File: config.mk
export PLATFORM = sky130hd
export DESIGN_NAME = alm_lg2
export DESIGN_NICKNAME = d
export VERILOG_FILES = /design/src/hdl/audio_level_meter_multichannel_macros.svh /design/src/hdl/alm_pkg.sv /design/src/hdl/alm_lg2.sv
export SDC_FILE = /design/constraint.sdc
export NUM_CORES = 2
export LEC_CHECK = 0
export BUFFER_PORTS_ARGS = -buffer_cell sky130_fd_sc_hd__buf_2
export CAP_MARGIN = 0
export CELL_PAD_IN_SITES_DETAIL_PLACEMENT = 1
export CELL_PAD_IN_SITES_GLOBAL_PLACEMENT = 1
export CORE_MARGIN = 2
export CORE_UTILIZATION = 55
export CTS_BUF_LIST = sky130_fd_sc_hd__clkbuf_4 sky130_fd_sc_hd__clkbuf_8 sky130_fd_sc_hd__clkbuf_16
export DETAILED_ROUTE_END_ITERATION = 6
export PLACE_DENSITY = 0.92
export SYNTH_ARGS = -nofsm -noshare
export SYNTH_HDL_FRONTEND = slang
export SYNTH_SLANG_ARGS = --single-unit
export TNS_END_PERCENT = 100
File: constraint.sdc
create_clock -name i_clk -period 15.2 [get_ports i_clk]
set_clock_uncertainty 0.2 [all_clocks]
set_input_delay 1.52 -clock i_clk [delete_from_list [all_inputs] [get_ports i_clk]]
set_output_delay 1.52 -clock i_clk [all_outputs]
set_load 0.02 [all_outputs]
File: src/hdl/audio_level_meter_multichannel_macros.svh
// Assertion helpers for the level meter.
`ifndef AUDIO_LEVEL_METER_MULTICHANNEL_MACROS_SVH
`define AUDIO_LEVEL_METER_MULTICHANNEL_MACROS_SVH

// same-cycle implication
`define ALM_ASSERT_IMP(lbl, ante, cons, msg) \
    lbl: assert property (@(posedge i_clk) disable iff (!i_rst_n) (ante) |-> (cons)) \
        else $error(msg);

// next-cycle implication
`define ALM_ASSERT_NXT(lbl, ante, cons, msg) \
    lbl: assert property (@(posedge i_clk) disable iff (!i_rst_n) (ante) |=> (cons)) \
        else $error(msg);

`endif

File: src/hdl/alm_pkg.sv
`default_nettype none
package alm_pkg;

    localparam int SUM_W = 64;
    localparam logic [20:0] K_Q16 = 21'd1972830;
    localparam logic [10:0] FLOOR_TENTHS = 11'd1200;
    localparam logic signed [11:0] LVL_FLOOR = -12'sd1200;
    localparam logic signed [11:0] THR_RESET = -12'sd600;

    typedef enum logic [1:0] {
        FN_ACCUM  = 2'd0,
        FN_REPORT = 2'd1,
        FN_CLEAR  = 2'd2,
        FN_NONE   = 2'd3
    } t_func;

    typedef enum logic [3:0] {
        S_IDLE,
        S_ACC_SQ,
        S_ACC_ADD,
        S_CNT_GO,
        S_CNT_WT,
        S_PK_GO,
        S_PK_WT,
        S_LVL_PK,
        S_RMS_GO,
        S_RMS_WT,
        S_LVL_RMS,
        S_OUT
    } t_state;

    typedef enum logic [1:0] {
        L_IDLE,
        L_NORM8,
        L_NORM1,
        L_FRAC
    } t_lg_state;

    typedef struct packed {
        logic        busy;
        logic        done;
        logic [31:0] res;
    } t_lg_stat;

    // log2 in Q.16, used for elaboration-time constants only
    function automatic logic [31:0] lg2_const(input logic [63:0] x);
        logic [63:0] v;
        logic [6:0]  e;
        logic [63:0] p;
        logic [32:0] t;
        logic [31:0] m;
        logic [15:0] fr;
        v = x;
        e = 7'd63;
        for (int k = 0; k < 63; k++) begin
            if (!v[63]) begin
                v = v << 1;
                e = e - 7'd1;
            end
        end
        m  = v[63:32];
        fr = '0;
        for (int k = 0; k < 16; k++) begin
            p  = {32'd0, m} * {32'd0, m};
            t  = p[63:31];
            fr = {fr[14:0], t[32]};
            m  = t[32] ? t[32:1] : t[31:0];
        end
        return {9'd0, e, fr};
    endfunction

    // tenths of dB below full scale, rounded, clamped at the floor
    function automatic logic signed [11:0] level_tenths(input logic [31:0] num,
                                                        input logic [31:0] den);
        logic [53:0] prod;
        logic [21:0] r;
        if (num >= den) return 12'sd0;
        prod = 54'(den - num) * 54'(K_Q16);
        prod = prod + (54'd1 << 31);
        r    = prod[53:32];
        if (r > 22'(FLOOR_TENTHS)) return LVL_FLOOR;
        return -$signed({1'b0, r[10:0]});
    endfunction

endpackage
`default_nettype wire

File: src/hdl/alm_lg2.sv
`default_nettype none
module alm_lg2 (
    input  wire logic               i_clk,
    input  wire logic               i_rst_n,
    input  wire logic               i_start,
    input  wire logic [63:0]        i_x,
    output alm_pkg::t_lg_stat       o_stat
);
    import alm_pkg::*;

    t_lg_state   r_state, n_state;
    logic [63:0] r_x, n_x;
    logic [5:0]  r_sh, n_sh;
    logic [31:0] r_m, n_m;
    logic [15:0] r_fr, n_fr;
    logic [3:0]  r_i, n_i;
    logic        r_done, n_done;
    logic [63:0] w_sq;
    logic [32:0] w_t;

    always_ff @(posedge i_clk) begin
        if (!i_rst_n) begin
            r_state <= L_IDLE;
            r_done  <= 1'b0;
        end else begin
            r_state <= n_state;
            r_done  <= n_done;
        end
        r_x  <= n_x;
        r_sh <= n_sh;
        r_m  <= n_m;
        r_fr <= n_fr;
        r_i  <= n_i;
    end

    assign w_sq = {32'd0, r_m} * {32'd0, r_m};
    assign w_t  = w_sq[63:31];

    always_comb begin
        n_state = r_state;
        n_x     = r_x;
        n_sh    = r_sh;
        n_m     = r_m;
        n_fr    = r_fr;
        n_i     = r_i;
        n_done  = 1'b0;
        unique case (r_state)
            L_IDLE: begin
                if (i_start) begin
                    n_x     = i_x;
                    n_sh    = '0;
                    n_state = L_NORM8;
                end
            end
            L_NORM8: begin
                if (r_x[63:56] == 8'd0) begin
                    n_x  = r_x << 8;
                    n_sh = r_sh + 6'd8;
                end else begin
                    n_state = L_NORM1;
                end
            end
            L_NORM1: begin
                if (!r_x[63]) begin
                    n_x  = r_x << 1;
                    n_sh = r_sh + 6'd1;
                end else begin
                    n_m     = r_x[63:32];
                    n_fr    = '0;
                    n_i     = '0;
                    n_state = L_FRAC;
                end
            end
            L_FRAC: begin
                // one fraction bit per squaring
                n_fr = {r_fr[14:0], w_t[32]};
                n_m  = w_t[32] ? w_t[32:1] : w_t[31:0];
                n_i  = r_i + 4'd1;
                if (r_i == 4'd15) begin
                    n_done  = 1'b1;
                    n_state = L_IDLE;
                end
            end
            default: n_state = L_IDLE;
        endcase
    end

    assign o_stat.busy = (r_state != L_IDLE);
    assign o_stat.done = r_done;
    assign o_stat.res  = {10'd0, 6'd63 - r_sh, r_fr};

endmodule
`default_nettype wire
==> results.md <==
- Row count: 92
- Final Non-Filler Cells: 4544
- Fillers: 7076
- Final hold vios: 0
- Vias in the first global route: 34500
- CP bufs+invs: 7
- WL final: 137 mm
- Post-Synth XOR/XNOR Area: 0.0208
- Number of synthesized flops with an enable pin: 122
- Share of cells above drive strength 1: 0.0535
- Top Ports: 101
- Final ANT Viol Nets: 0
- Post-Syn Instances: 3671
- Die area: 66200 µm²
- Mux contribution to synthesized area: 0.00117
- Starting density of the core: 0.558
- Failing checks: design-rule violations
- Root Buffer: clkbuf_16
- Most common cell after layout, fill and taps aside: inv_1
- Synth Area in Compound Gates: 0.0702
- First-pass GRT wire length: 207 mm
- Max Slew Vio Count: 0
- Most frequent CP cell: fa_1
- Top Layer Used: met5
- Clock Sink Count: ~130
- Core area: 63300 µm²
- Largest area contributor in the synthesized netlist: fa_1
- Met2 WL: approximately 66 mm
- Asr flop ratio synth: 0
- Vias/cell: 6.36
- Crit path depth: 27
- CTS Buf Count: 17
- Sequential share of the synthesized area: 0.105
- CP peak stage delay: 0.99 ns
- Clock-pin slew on the worst setup and hold paths: 0.08 ns
- Metal1 wirelength: slightly above 40 mm
- Yosys top cell area share: 0.449
- CTS tree: yes
- Post-Synth Adder-Cell Area: 0.557
- PortBufs: 90
- Antenna violations before repair: 23
- Critical path class: reg -> reg
- Final nets: roughly 4800
- Die Width: 257 µm
- DRC viols: 9
- Wire length on met3: 14.7 mm
- Synthesized area per cell: 9.62 µm²
- P&R area growth vs syn: 5.26%
- Placed insts: between 4000 and 5000
- FMAX: 0.0877 GHz
- Post-CTS Setup Bufs: 0
- CP required: 15.19 ns
- Slew margin rel.: 0.0493
- Final setup fails: 0
- Hold Path Depth: 2
- Worst-case clock buffer depth: 2
- DR WL/cell: 30.0 µm
- Status: complete, but fails checks
- Mapped Area: 35300 µm²
- RSZ-0062 raised after global routing: no
- CP top delay family: adder cells
- Largest net degree at the start of global routing: between 70 and 80
- Final Wtd Congestion: around 0.96
- GR Overflow Total: 0
- GRT Total Usage: 0.426
- Netlist cell types: 73
- Total Neg Setup Slack: 0 ns
- Reg2Reg Depth: 27
- Chip Height: 257 µm
- HP Class: reg -> reg
- H-tree levels: 4
- CTS resizes: 0
- Worst Tran Pin Value: 1.43 ns
- Via count: between 20000 and 30000
- Worst-Skew Late Latency: ~0.46 ns
- Largest family of logic cells by synthesized area: adder cells
- Most frequent cells in the layout: 1008 x inv_1, 791 x fa_1, 333 x nand2_1
- Count of warnings emitted by yosys: 0
- Synth Register Bits: 125
- Max-capacitance violation count: 0
- Critical Path AT: 11.39 ns
- Max Fanout on Critical Path: 29
- CP endpoint kind: flip-flop
- Simple-Gate Fraction of Synth Area: 0.118
- Slowest library cell on the worst path: xor2_2
- Crit path time final: 11.40 ns
- Final worst path period share: 0.750
- Cells taking the most area after synthesis: fa_1 45%, ha_1 11%, inv_1 11%
- HPWL Detailed: between 90 and 100 mm
- Hold_buf cts: 0
- Iteration-0 DRC Markers: 2931
- Main synth FF type: edfxtp_1
- Kind of start point of the critical path: flip-flop
- First-pass DRT Iterations: 7
## metal layers
| layer | track usage | vias up |
|---|---|---|
| met3 | 0.154 | 1072 |
| met1 | 0.434 | 14500 |
| met5 | 0.00950 | - |
| met2 | 0.695 | 2286 |
| li1 | - | 11100 |
| met4 | 0.367 | 6 |
## logic make-up (layout without fill, tap and decap cells)
group | count (synthesis) | after routing
multiplexers | 4 | 4
AO/OA/AOI/OAI | 348 | 348
buffers and inverters | 1172 | 1171
XOR/XNOR | 82 | 82
flip-flops | 125 | 125
adder cells (fa/ha/maj) | 1098 | 1098
AND/OR/NAND/NOR | 841 | 841
other | 1 | 29
## final cells by class
class | count | area, µm² | area share
Clock buffer | 17 | 425 | 0.0114
Clock inverter | 15 | 194 | 0.00522
Tap cell | 846 | 1060 | 0.0285
Timing Repair Buffer | 129 | 743 | 0.0200
Inverter | 1010 | 3790 | 0.102
Sequential cell | 125 | 3720 | 0.100
Multi-Input combinational cell | 2383 | 27200 | 0.731
Antenna cell | 19 | 47.5 | 0.00128
## worst register-to-register path, stage by stage, from the launching register on
cell,delay (ns)
edfxtp_1,0.38
buf_4,0.50
inv_1,0.42
nor2_1,0.62
fa_1,0.78
fa_1,0.62
inv_1,0.05
fa_1,0.47
fa_1,0.52
inv_1,0.06
fa_1,0.56
fa_1,0.45
fa_1,0.50
inv_1,0.05
fa_1,0.57
inv_1,0.11
ha_1,0.44
nand2_1,0.32
nor2_1,0.30
o21ai_0,0.38
o21ai_1,0.38
o21ai_2,0.18
o31ai_4,0.38
xor2_2,0.99
nand2_2,0.32
inv_2,0.23
a22oi_1,0.12
o21ai_0,0.26
## registers in the layout (all words and copies together), names as in the netlist
signal,count
r_sh,6
r_state,2
r_i,4
r_fr,16
r_x,64
r_done,1
r_m,32
## worst paths after layout
check / start / to / slack [ns]
setup / recovery: r_m[15] / r_m[23] / 3.80
hold / removal: r_x[4] / r_x[5] / 0.38
setup reg to reg: r_m[15] / r_m[23] / 3.80
hold reg to reg: r_x[4] / r_x[5] / 0.38
## synthesized netlist by cell type, types with 28 or more instances
cell type and n:
and2_1 247, xnor2_1 46, edfxtp_1 122, fa_1 791
ha_1 307, nor2_1 88, clkbuf_1 138, nand3_1 28
inv_1 1008, xor2_1 34, a21oi_1 85, o21ai_0 55
nand2_1 333, nor2b_1 69, a221o_1 59
## stage by stage
stage | hold WS, ns | setup WS, ns | utilization | cell area, µm²
after floorplan | 0.323 | 7.19 | - | 35300
after global placement | 0.332 | 5.46 | 0.576 | 36500
after detailed placement | 0.355 | 4.88 | 0.576 | 36500
after CTS | 0.373 | 4.72 | 0.586 | 37100
after global routing | 0.383 | 3.78 | 0.586 | 37100
final | 0.378 | 3.80 | 0.587 | 37200
Power is not shown: default switching activity piles up to over one toggle a cycle in this logic, so the estimate is an artifact.
